## config.mk

```make
export PLATFORM = sky130hd
export DESIGN_NAME = pcm_sample_statistics
export DESIGN_NICKNAME = d
export VERILOG_FILES = /design/src/rtl/pss_pkg.sv /design/src/rtl/pcm_sample_statistics.sv /design/src/rtl/pss_fifo.sv /design/src/rtl/pss_front.sv /design/src/rtl/pss_back.sv
export SDC_FILE = /design/constraint.sdc
export NUM_CORES = 2
export LEC_CHECK = 0
export BUFFER_PORTS_ARGS = -buffer_cell sky130_fd_sc_hd__buf_4
export CAP_MARGIN = 5
export CORE_MARGIN = 5
export CORE_UTILIZATION = 60
export DETAILED_ROUTE_END_ITERATION = 8
export GPL_ROUTABILITY_DRIVEN = 0
export HOLD_SLACK_MARGIN = 0.03
export PLACE_DENSITY = 0.83
export SYNTH_ARGS = -nofsm -noshare
export SYNTH_HDL_FRONTEND = slang
export SYNTH_HIERARCHICAL = 1
export SYNTH_SLANG_ARGS = --single-unit
export TNS_END_PERCENT = 50
```

## constraint.sdc

```tcl
create_clock -name clk -period 11.53 [get_ports clk]
set_input_delay 0.5765 -clock clk [delete_from_list [all_inputs] [get_ports clk]]
set_output_delay 0.5765 -clock clk [all_outputs]
set_load 0.005 [all_outputs]
```

## src/rtl/pss_pkg.sv

```systemverilog
// Package for the PCM sample statistics block: payload structs, command
// codes and fixed widths shared by all modules but the FIFO. No dependencies.
`timescale 1ns / 1ps
`default_nettype none

package pss_pkg;

  // Fixed field widths
  localparam int SAMPLE_W  = 24;
  localparam int SUM_W     = 56;
  localparam int SQ_W      = 64;
  localparam int CNT_OUT_W = 32;
  localparam int PROD_W    = 2 * SAMPLE_W;

  // Input op codes
  localparam logic OP_DATA  = 1'b0;
  localparam logic OP_CLEAR = 1'b1;

  // Sample width modes
  localparam logic MODE_16 = 1'b0;
  localparam logic MODE_24 = 1'b1;
  localparam logic MODE_RESET = MODE_24;

  // Statistic reset values and sum saturation limits
  localparam logic signed [SAMPLE_W-1:0] MIN_INIT = 24'sh7FFFFF;
  localparam logic signed [SAMPLE_W-1:0] MAX_INIT = 24'sh800000;
  localparam logic signed [SUM_W-1:0] SUM_MAX = {1'b0, {(SUM_W-1){1'b1}}};
  localparam logic signed [SUM_W-1:0] SUM_MIN = {1'b1, {(SUM_W-1){1'b0}}};

  typedef struct packed {
    logic       op;
    logic [7:0] data_byte;
  } in_item_t;

  typedef struct packed {
    logic signed [SAMPLE_W-1:0] sample_value;
    logic [CNT_OUT_W-1:0]       samples_seen;
    logic signed [SAMPLE_W-1:0] min_value;
    logic signed [SAMPLE_W-1:0] largest_value;
    logic signed [SUM_W-1:0]    sample_sum;
    logic [SQ_W-1:0]            square_sum;
    logic                       overflowed;
  } out_item_t;

  // Commands from the byte assembler to the statistics engine
  typedef enum logic {
    CMD_SAMPLE = 1'b0,
    CMD_CLEAR  = 1'b1
  } cmd_kind_t;

  typedef struct packed {
    cmd_kind_t                  kind;
    logic signed [SAMPLE_W-1:0] sample;
  } cmd_t;

endpackage

`default_nettype wire

```

## src/rtl/pcm_sample_statistics.sv

```systemverilog
// PCM sample statistics, top level. Joins the byte assembler, the command
// queue, the statistics engine and the result queue. Uses pss_pkg.
//
// Usage:
//   Input queue port: in_item (op, data_byte) is taken when in_push is high
//   and in_full is low. Data bytes arrive least significant first; op =
//   clear resets the statistics and the byte position and gives no result.
//   Result queue port: while out_empty is low, out_item holds the oldest
//   result; it is taken when out_pop is high. One result per finished
//   sample carries the sample and the running min, max, count, sum, square
//   sum and the sticky saturation flag.
//   Config port: cfg_we writes cfg_wdata to the width mode (0 = 16-bit,
//   1 = 24-bit); write it only while the block is idle.
//   Throughput: one byte per cycle while in_full is low. A result passes
//   through the command queue, the squaring stage and then the saturating
//   update into the result queue before it is on out_item.
//   Reset: mode 24-bit, statistics cleared, both queues empty.
//   Stall: when the result queue fills, the engine holds, the command queue
//   fills behind it and in_full rises; no item is lost.
`timescale 1ns / 1ps
`default_nettype none

module pcm_sample_statistics #(
  parameter int COUNT_BITS = 32,
  parameter int CMD_DEPTH  = 4,
  parameter int OUT_DEPTH  = 2
) (
  input  wire logic                clk,
  input  wire logic                rst_n,
  input  wire logic                cfg_we,
  input  wire logic                cfg_wdata,
  input  wire logic                in_push,
  input  wire pss_pkg::in_item_t   in_item,
  output logic                     in_full,
  output logic                     out_empty,
  input  wire logic                out_pop,
  output pss_pkg::out_item_t       out_item
);
  import pss_pkg::*;

  logic      cmd_push, cmd_full, cmd_pop, cmd_empty;
  cmd_t      cmd_wr, cmd_rd;
  logic [$bits(cmd_t)-1:0] cmd_rd_bits;
  logic      res_push, res_full;
  out_item_t res_item;
  logic [$bits(out_item_t)-1:0] out_bits;

  assign in_full  = cmd_full;
  assign cmd_rd   = cmd_t'(cmd_rd_bits);
  assign out_item = out_item_t'(out_bits);

  // Byte assembly
  pss_front u_front (
    .clk      (clk),
    .rst_n    (rst_n),
    .cfg_we   (cfg_we),
    .cfg_wdata(cfg_wdata),
    .in_push  (in_push),
    .in_item  (in_item),
    .cmd_full (cmd_full),
    .cmd_push (cmd_push),
    .cmd_item (cmd_wr)
  );

  // Command queue between front and back
  pss_fifo #(
    .WIDTH($bits(cmd_t)),
    .DEPTH(CMD_DEPTH)
  ) u_cmd_fifo (
    .clk    (clk),
    .rst_n  (rst_n),
    .push   (cmd_push),
    .wr_data(cmd_wr),
    .full   (cmd_full),
    .pop    (cmd_pop),
    .rd_data(cmd_rd_bits),
    .empty  (cmd_empty)
  );

  // Statistics engine
  pss_back #(
    .COUNT_BITS(COUNT_BITS)
  ) u_back (
    .clk      (clk),
    .rst_n    (rst_n),
    .cmd_empty(cmd_empty),
    .cmd_item (cmd_rd),
    .cmd_pop  (cmd_pop),
    .res_full (res_full),
    .res_push (res_push),
    .res_item (res_item)
  );

  // Result queue
  pss_fifo #(
    .WIDTH($bits(out_item_t)),
    .DEPTH(OUT_DEPTH)
  ) u_out_fifo (
    .clk    (clk),
    .rst_n  (rst_n),
    .push   (res_push),
    .wr_data(res_item),
    .full   (res_full),
    .pop    (out_pop),
    .rd_data(out_bits),
    .empty  (out_empty)
  );

endmodule

`default_nettype wire

```

## src/rtl/pss_fifo.sv

```systemverilog
// Small register-based FIFO used between the front and back parts and as
// the result queue. Standalone; no package dependency.
`timescale 1ns / 1ps
`default_nettype none

module pss_fifo #(
  parameter int WIDTH = 8,
  parameter int DEPTH = 4
) (
  input  wire logic             clk,
  input  wire logic             rst_n,
  input  wire logic             push,
  input  wire logic [WIDTH-1:0] wr_data,
  output logic                  full,
  input  wire logic             pop,
  output logic [WIDTH-1:0]      rd_data,
  output logic                  empty
);

  localparam int PTR_W = (DEPTH > 1) ? $clog2(DEPTH) : 1;
  localparam int CNT_W = $clog2(DEPTH + 1);

  logic [WIDTH-1:0] mem_r [DEPTH];
  logic [PTR_W-1:0] wr_ptr_r, wr_ptr_nxt;
  logic [PTR_W-1:0] rd_ptr_r, rd_ptr_nxt;
  logic [CNT_W-1:0] count_r, count_nxt;
  logic             do_push, do_pop;

  assign full    = (count_r == CNT_W'(DEPTH));
  assign empty   = (count_r == '0);
  assign do_push = push & ~full;
  assign do_pop  = pop & ~empty;
  assign rd_data = mem_r[rd_ptr_r];

  // Pointer wrap and occupancy
  always_comb begin
    wr_ptr_nxt = wr_ptr_r;
    rd_ptr_nxt = rd_ptr_r;
    count_nxt  = count_r;
    if (do_push) begin
      wr_ptr_nxt = (wr_ptr_r == PTR_W'(DEPTH - 1)) ? '0 : wr_ptr_r + PTR_W'(1);
    end
    if (do_pop) begin
      rd_ptr_nxt = (rd_ptr_r == PTR_W'(DEPTH - 1)) ? '0 : rd_ptr_r + PTR_W'(1);
    end
    case ({do_push, do_pop})
      2'b10:   count_nxt = count_r + CNT_W'(1);
      2'b01:   count_nxt = count_r - CNT_W'(1);
      default: count_nxt = count_r;
    endcase
  end

  always_ff @(posedge clk) begin
    if (!rst_n) begin
      wr_ptr_r <= '0;
      rd_ptr_r <= '0;
      count_r  <= '0;
    end else begin
      wr_ptr_r <= wr_ptr_nxt;
      rd_ptr_r <= rd_ptr_nxt;
      count_r  <= count_nxt;
    end
  end

  // Storage, no reset
  always_ff @(posedge clk) begin
    if (do_push) begin
      mem_r[wr_ptr_r] <= wr_data;
    end
  end

endmodule

`default_nettype wire

```

## src/rtl/pss_front.sv

```systemverilog
// Front part: holds the width mode register, assembles little-endian bytes
// into signed samples and issues sample or clear commands. Uses pss_pkg.
`timescale 1ns / 1ps
`default_nettype none

module pss_front (
  input  wire logic            clk,
  input  wire logic            rst_n,
  input  wire logic            cfg_we,
  input  wire logic            cfg_wdata,
  input  wire logic            in_push,
  input  wire pss_pkg::in_item_t in_item,
  input  wire logic            cmd_full,
  output logic                 cmd_push,
  output pss_pkg::cmd_t        cmd_item
);
  import pss_pkg::*;

  logic        mode_r;
  logic [1:0]  pos_r, pos_nxt;
  logic [15:0] held_r, held_nxt;
  logic        accept;
  logic [7:0]  b;

  assign accept = in_push & ~cmd_full;
  assign b      = in_item.data_byte;

  // Byte assembly and command generation
  always_comb begin
    pos_nxt       = pos_r;
    held_nxt      = held_r;
    cmd_push      = 1'b0;
    cmd_item.kind   = CMD_SAMPLE;
    cmd_item.sample = '0;
    if (accept) begin
      if (in_item.op == OP_CLEAR) begin
        pos_nxt       = 2'd0;
        held_nxt      = '0;
        cmd_push      = 1'b1;
        cmd_item.kind = CMD_CLEAR;
      end else if (pos_r == 2'd0) begin
        pos_nxt  = 2'd1;
        held_nxt = {8'h00, b};
      end else if (mode_r == MODE_24 && pos_r == 2'd1) begin
        pos_nxt  = 2'd2;
        held_nxt = {b, held_r[7:0]};
      end else begin
        // sample complete
        pos_nxt  = 2'd0;
        held_nxt = '0;
        cmd_push = 1'b1;
        if (mode_r == MODE_16) begin
          cmd_item.sample = SAMPLE_W'($signed({b, held_r[7:0]}));
        end else begin
          cmd_item.sample = $signed({b, held_r});
        end
      end
    end
  end

  always_ff @(posedge clk) begin
    if (!rst_n) begin
      mode_r <= MODE_RESET;
      pos_r  <= 2'd0;
      held_r <= '0;
    end else begin
      if (cfg_we) begin
        mode_r <= cfg_wdata;
      end
      pos_r  <= pos_nxt;
      held_r <= held_nxt;
    end
  end

endmodule

`default_nettype wire

```

## src/rtl/pss_back.sv

```systemverilog
// Back part: squares each sample in a first stage, then updates min, max,
// count, sum and square sum with saturation and issues a result. Uses pss_pkg.
`timescale 1ns / 1ps
`default_nettype none

module pss_back #(
  parameter int COUNT_BITS = 32
) (
  input  wire logic          clk,
  input  wire logic          rst_n,
  input  wire logic          cmd_empty,
  input  wire pss_pkg::cmd_t cmd_item,
  output logic               cmd_pop,
  input  wire logic          res_full,
  output logic               res_push,
  output pss_pkg::out_item_t res_item
);
  import pss_pkg::*;

  // Stage A: command and its square
  logic                       a_valid_r;
  cmd_kind_t                  a_kind_r;
  logic signed [SAMPLE_W-1:0] a_sample_r;
  logic [PROD_W-1:0]          a_square_r;
  logic signed [PROD_W-1:0]   product;

  // Running statistics
  logic signed [SAMPLE_W-1:0] min_r, min_nxt;
  logic signed [SAMPLE_W-1:0] max_r, max_nxt;
  logic [COUNT_BITS-1:0]      count_r, count_nxt;
  logic signed [SUM_W-1:0]    sum_r, sum_nxt;
  logic [SQ_W-1:0]            sq_r, sq_nxt;
  logic                       flag_r, flag_nxt;

  logic                       b_go, advance;
  logic signed [SUM_W:0]      sum_wide;
  logic [SQ_W:0]              sq_wide;
  logic                       cnt_sat, sum_sat, sq_sat;
  logic [63:0]                count_ext;

  assign product = cmd_item.sample * cmd_item.sample;
  assign b_go    = a_valid_r & ((a_kind_r == CMD_CLEAR) | ~res_full);
  assign advance = ~a_valid_r | b_go;
  assign cmd_pop = advance & ~cmd_empty;

  always_ff @(posedge clk) begin
    if (!rst_n) begin
      a_valid_r <= 1'b0;
    end else if (advance) begin
      a_valid_r <= ~cmd_empty;
    end
  end

  always_ff @(posedge clk) begin
    if (cmd_pop) begin
      a_kind_r   <= cmd_item.kind;
      a_sample_r <= cmd_item.sample;
      a_square_r <= $unsigned(product);
    end
  end

  // Stage B: saturating update
  always_comb begin
    cnt_sat  = (count_r == '1);
    sum_wide = (SUM_W+1)'(sum_r) + (SUM_W+1)'(a_sample_r);
    sum_sat  = (sum_wide[SUM_W] != sum_wide[SUM_W-1]);
    sq_wide  = {1'b0, sq_r} + (SQ_W+1)'(a_square_r);
    sq_sat   = sq_wide[SQ_W];

    min_nxt   = (a_sample_r < min_r) ? a_sample_r : min_r;
    max_nxt   = (a_sample_r > max_r) ? a_sample_r : max_r;
    count_nxt = cnt_sat ? count_r : count_r + COUNT_BITS'(1);
    if (sum_sat) begin
      sum_nxt = sum_wide[SUM_W] ? SUM_MIN : SUM_MAX;
    end else begin
      sum_nxt = sum_wide[SUM_W-1:0];
    end
    sq_nxt   = sq_sat ? '1 : sq_wide[SQ_W-1:0];
    flag_nxt = flag_r | cnt_sat | sum_sat | sq_sat;

    count_ext = 64'(count_nxt);
    res_push  = b_go & (a_kind_r == CMD_SAMPLE);
    res_item.sample_value  = a_sample_r;
    res_item.samples_seen  = count_ext[CNT_OUT_W-1:0];
    res_item.min_value     = min_nxt;
    res_item.largest_value = max_nxt;
    res_item.sample_sum    = sum_nxt;
    res_item.square_sum    = sq_nxt;
    res_item.overflowed    = flag_nxt;
  end

  always_ff @(posedge clk) begin
    if (!rst_n) begin
      min_r   <= MIN_INIT;
      max_r   <= MAX_INIT;
      count_r <= '0;
      sum_r   <= '0;
      sq_r    <= '0;
      flag_r  <= 1'b0;
    end else if (b_go) begin
      if (a_kind_r == CMD_CLEAR) begin
        min_r   <= MIN_INIT;
        max_r   <= MAX_INIT;
        count_r <= '0;
        sum_r   <= '0;
        sq_r    <= '0;
        flag_r  <= 1'b0;
      end else begin
        min_r   <= min_nxt;
        max_r   <= max_nxt;
        count_r <= count_nxt;
        sum_r   <= sum_nxt;
        sq_r    <= sq_nxt;
        flag_r  <= flag_nxt;
      end
    end
  end

endmodule

`default_nettype wire
```

### Yosys cells after proc, flatten, opt, wreduce, memory -nomap -nowiden

Memory sizes are Yosys's and may differ from the RTL's. A register that Yosys moved wholly into a read port is not among the register bits.
Index checks and enable logic that the tools add are counted.

| word-level totals | value |
|---|---|
| bits in writable memories | 550 |
| memories | 2 |
| input bits | 15 |
| register bits | 305 |

Memories:

| name | depth | width | read ports | clocked after Yosys merged registers in | wr ports | line | source |
|---|---|---|---|---|---|---|---|
| u_out_fifo.mem_r | 2 | 225 | 1 | 1 | 1 | pss_fifo.sv:23 | `logic [WIDTH-1:0] mem_r [DEPTH];` |
| u_cmd_fifo.mem_r | 4 | 25 | 1 | 1 | 1 | pss_fifo.sv:23 |  |

| operators by class | value |
|---|---|
| mux-type cells | 42 |
| eq/ne operators | 12 |
| bitwise gates (word level) | 19 |
| add/sub/neg operators | 11 |
| multipliers | 1 |
| reductions and logical operators | 7 |
| magnitude comparators | 2 |

Operators by type and width:

| operator | number |
|---|---|
| 2-to-1 mux 24 bit | 7 |
| 2-to-1 mux 56 bit | 3 |
| 2-to-1 mux 64 bit | 2 |
| adder 64 x 48 -> 65 bit | 1 |
| 2-to-1 mux 32 bit | 2 |
| adder 56 x 24 -> 57 bit | 1 |
| multiplier 24 x 24 -> 48 bit | 1 |
| 2-to-1 mux 16 bit | 3 |
| adder 32 x 1 -> 32 bit, second input constant | 1 |
| equality test 32 bit, second input constant | 1 |
| 2-to-1 mux 25 bit | 1 |
| > comparator 24 bit | 1 |
| < comparator 24 bit | 1 |
| 2-to-1 mux 23 bit | 1 |
| 2-to-1 mux 1 bit | 14 |
| 2-to-1 mux 2 bit | 7 |
| equality test 2 bit, second input constant | 5 |
| AND 1 bit | 8 |
| adder 2 x 1 -> 2 bit, second input constant | 3 |
| equality test 2 x 1 -> 1 bit, second input constant | 3 |
| inverter 1 bit | 6 |
| one-hot mux 3 bit (2 select lines) | 1 |
| bitwise OR 1 bit | 5 |
| logical NOT 2 bit | 2 |
| other kinds (12) | 14 |

### Logic depth before layout (Yosys ltp)

| logic depth | value |
|---|---|
| depth after elaboration | 9 |
| gate-level depth with buffers | 31 |
| depth with buffers taken out | 27 |

### Modules after synthesis

The synthesis kept the hierarchy.

Modules (own cells, without submodules):

| module | instances | cells an instance | area each (um2) |
|---|---|---|---|
| pss_back | 1 | 4241 | 37437.2 |
| pss_fifo at u_out_fifo | 1 | 726 | 16495.8 |
| pss_fifo at u_cmd_fifo | 1 | 187 | 4145.2 |
| pss_front | 1 | 120 | 999.7 |

### Least setup slack after synthesis

OpenSTA, ideal clock, no wires.

| timing | value |
|---|---|
| path kind | flip-flop to flip-flop |
| from | reg with a tool-made name |
| to | reg u_back.a_square_r[45] (data pin) |
| data arrival time | 7.637 ns |
| data required time | 11.272 ns |
| clock period less this slack | 7.895 ns |
| library setup time | 0.258 ns |
| path buffers | 3 |
| stages on the path, launching flop included | 27 |
| setup slack | 3.635 ns |
| cells stage by stage | dfxtp_1 buf_6 buf_12 mux4_2 clkbuf_1 nand2_1 inv_1 fa_1 inv_1 fa_1 inv_1 fa_1 inv_1 fa_1 fa_1 inv_1 fa_1 inv_1 fa_1 inv_1 ha_1 a21o_1 a221o_1 a31oi_1 o21bai_1 a31oi_1 xnor2_1 |

RTL lines:

| what | line | source |
|---|---|---|
| to (signal assigned) | pss_back.sv:58 | `a_square_r <= $unsigned(product);` |
| to (decl) | pss_back.sv:24 | `logic [PROD_W-1:0] a_square_r;` |

==> metrics <==
number of nets in the finished design 6294; run status finished, final reports clean; Avg Cell Area, Syn 11.20 µm²; Final period util 0.8069; finished layout cell area 64850 µm²; vias in the first global route 42107; mean number of vias per cell 5.999; post-placement worst setup slack 2.246 ns; worst setup path class flip-flop to flip-flop; post-placement cell area just over 60000 µm²; DRC errors left 0; Worst path max stage delay 0.88 ns; Setup TNS Final 0 ns; cell taking the most area after synthesis sky130_fd_sc_hd__edfxtp_1; sort of element at the start of the critical path flip-flop; Tmin final about 9.3 ns; CTS Buf Count 88; cells after synthesis 5274; number of buffers inserted by post-CTS setup repair 0; Most Frequent Cell on Critical Path sky130_fd_sc_hd__fa_1; Clk Latency, worst-skew pair 0.69 ns; top cells by instance count after synthesis 798 x sky130_fd_sc_hd__inv_1, 621 x sky130_fd_sc_hd__edfxtp_1, 556 x sky130_fd_sc_hd__fa_1, 459 x sky130_fd_sc_hd__nand2_1, 307 x sky130_fd_sc_hd__ha_1; cell at the root of the clock tree sky130_fd_sc_hd__clkbuf_16; transition time of the tightest slew-check pin 1.087 ns; final routed wirelength across all metal layers 145900 µm; routed wirelength normalized by instance count approximately 22 µm; net count after synthesis 6152; sort of element at the end of the critical path flip-flop; share of synthesized area occupied by flip-flops and latches 0.3953; antenna-violating nets left 0; count of port buffers added during placement roughly 240; number of failing setup endpoints in the final timing report 0; data arrival time of the worst path 9.74 ns; most common flop cell mapped by yosys sky130_fd_sc_hd__edfxtp_1; number of violations of the max-capacitance limit 0; clock tree from TritonCTS done; total via count in the routed design 40671; die extent in y 323.8 µm; Clock H-tree levels 3; fraction of post-synthesis cell area in the top cell type by area 0.3156; GRT Resource Usage Total 0.2776; placed wire-length estimate 106200 µm; upper clock frequency limit about 110 MHz; number of enable-type register cells in the synthesized netlist 621; die footprint roughly 100000 µm²; cell with the most instances after synthesis sky130_fd_sc_hd__inv_1; flip-flop and latch count after synthesis 856; proportion of synthesized flip-flops having asynchronous set or reset 0; largest fanout on the critical path 28; number of cells upsized or downsized after cts 0; total grt overflow 0; setup slack of the critical path after layout 2.227 ns; unrepaired setup endpoints after global routing false; number of top-level design ports around 240; wire length of the first global-routing pass 229500 µm; yosys synthesis warning count 6; number of sinks driven by the clock tree 856; area of the mapped netlist 59080 µm²; Layout area overhead 9.772%; number of rows in the core area around 120; area of the core region 98130 µm²; crit path max-delay cell type sky130_fd_sc_hd__mux4_2; initial cell density of the core 0.6020; CP required 11.97 ns; Hold Worst Slack 0.1094 ns; fill cell count approximately 6900; worst hold path class primary input to flip-flop; number of antenna violations at the first check in global routing 3; largest net degree at the start of global routing between 150 and 200; fraction of final layout cells sized beyond drive strength 1 0.1357; Slew Limit Headroom 0.2756; Final Hold Fails 0; Setup Skew 0.05035 ns; cell types with the largest area share after synthesis sky130_fd_sc_hd__edfxtp_1 32%, sky130_fd_sc_hd__fa_1 19%, sky130_fd_sc_hd__dfxtp_1 8.0%, sky130_fd_sc_hd__ha_1 6.5%, sky130_fd_sc_hd__inv_1 5.1%; horizontal extent of the die 323.8 µm; maximum buffer depth of the clock tree 3; First DRT Iteration DRCs about 4400; count of pins over their slew limit 0; Reg clk slew, reported paths 0.06 ns; hold buffers post-CTS 0; first-pass detailed-route iteration total 6; Distinct cells, synth 96
state kept, by name (all words and copies together), names as in the netlist, named ones only:
register and cells:
u_back/a_kind_r 1, u_back/a_sample_r 24, u_back/a_square_r 46, u_back/a_valid_r 1
u_back/count_r 32, u_back/flag_r 1, u_back/max_r 24, u_back/min_r 24
u_back/sq_r 64, u_back/sum_r 56, u_cmd_fifo/count_r 3, u_cmd_fifo/mem_r 100
u_cmd_fifo/rd_ptr_r 2, u_cmd_fifo/wr_ptr_r 2, u_front/held_r 16, u_front/mode_r 1
u_front/pos_r 2, u_out_fifo/count_r 2, u_out_fifo/mem_r 450, u_out_fifo/rd_ptr_r 1
u_out_fifo/wr_ptr_r 1
cell families (layout without fill, tap and decap cells):
group           Yosys count  in the layout  share of synthesized area
simple gates           1151           1151                    0.09204
buf+inv                1028           1246                    0.06949
compound gates          892            892                     0.1008
fa+ha+maj               864            864                     0.2536
flops                   856            856                     0.3953
mux                     295            295                    0.06095
xor+xnor                188            188                    0.02787
other cells               0              1                          0
per-stage QoR:
step,util,std cells
2_1_floorplan,-,5274
3_3_place_gp,0.6296,6613
3_5_place_dp,0.6296,6613
4_1_cts,0.6608,6779
5_1_grt,0.6608,6779
6_report,0.6609,6780
worst paths after layout:
path	from	endpoint	slack, ns	cells past startpoint
min	cfg_wdata	u_front/mode_r	0.11	3
max reg2reg	flip-flop	u_back/a_square_r[44]	2.23	27
min reg2reg	u_back/sum_r[36]	u_back/sum_r[36]	0.46	1
max	flip-flop	u_back/a_square_r[44]	2.23	27
worst max-delay path: cells and delay by family, from the launching register on:
kind                     cells  cell delay, ns
AO/OA/AOI/OAI                9            2.42
adder cells (fa/ha/maj)      8            3.95
buffers and inverters        7            0.79
flip-flops                   1            0.59
multiplexers                 1            0.88
AND/OR/NAND/NOR              2            0.41
cell usage in the layout (no fill, tap or decap), types with 43 or more instances in the layout:
cell type and count:
sky130_fd_sc_hd__a21o_1 116, sky130_fd_sc_hd__a21oi_1 200, sky130_fd_sc_hd__a22o_1 79, sky130_fd_sc_hd__and2_1 129, sky130_fd_sc_hd__buf_4 280, sky130_fd_sc_hd__clkbuf_16 90
sky130_fd_sc_hd__dfxtp_1 234, sky130_fd_sc_hd__edfxtp_1 621, sky130_fd_sc_hd__fa_1 556, sky130_fd_sc_hd__ha_1 307, sky130_fd_sc_hd__inv_1 797, sky130_fd_sc_hd__mux2_2 253
sky130_fd_sc_hd__nand2_1 459, sky130_fd_sc_hd__nand3_1 60, sky130_fd_sc_hd__nand4_1 57, sky130_fd_sc_hd__nor2_1 224, sky130_fd_sc_hd__nor2b_1 45, sky130_fd_sc_hd__nor3_1 43
sky130_fd_sc_hd__o21ai_0 164, sky130_fd_sc_hd__o21ai_1 46, sky130_fd_sc_hd__xnor2_1 115, sky130_fd_sc_hd__xor2_1 73
final cells by class:
class / count / area (µm²) / share of cell area
multi-input combinational: 3390 / 31690 / 0.4887
sequential: 856 / 23360 / 0.3602
inverter: 799 / 3007 / 0.04636
clock buffer: 120 / 2515 / 0.03878
timing repair buffer: 281 / 2122 / 0.03272
tap: 1287 / 1610 / 0.02483
clock inverter: 46 / 548.0 / 0.008451
antenna: 1 / 2.502 / 0.00003859
metal layers:
layer,GRT usage,up-vias,part of all wire
met5,0,-,0.00019
met4,0.09973,4,0.038
met3,0.06751,387,0.096
met2,0.4615,2004,0.48
met1,0.3597,20103,0.39
li1,-,18173,-
Power is not shown: default switching activity piles up to over one toggle a cycle in this logic, so the estimate is an artifact.
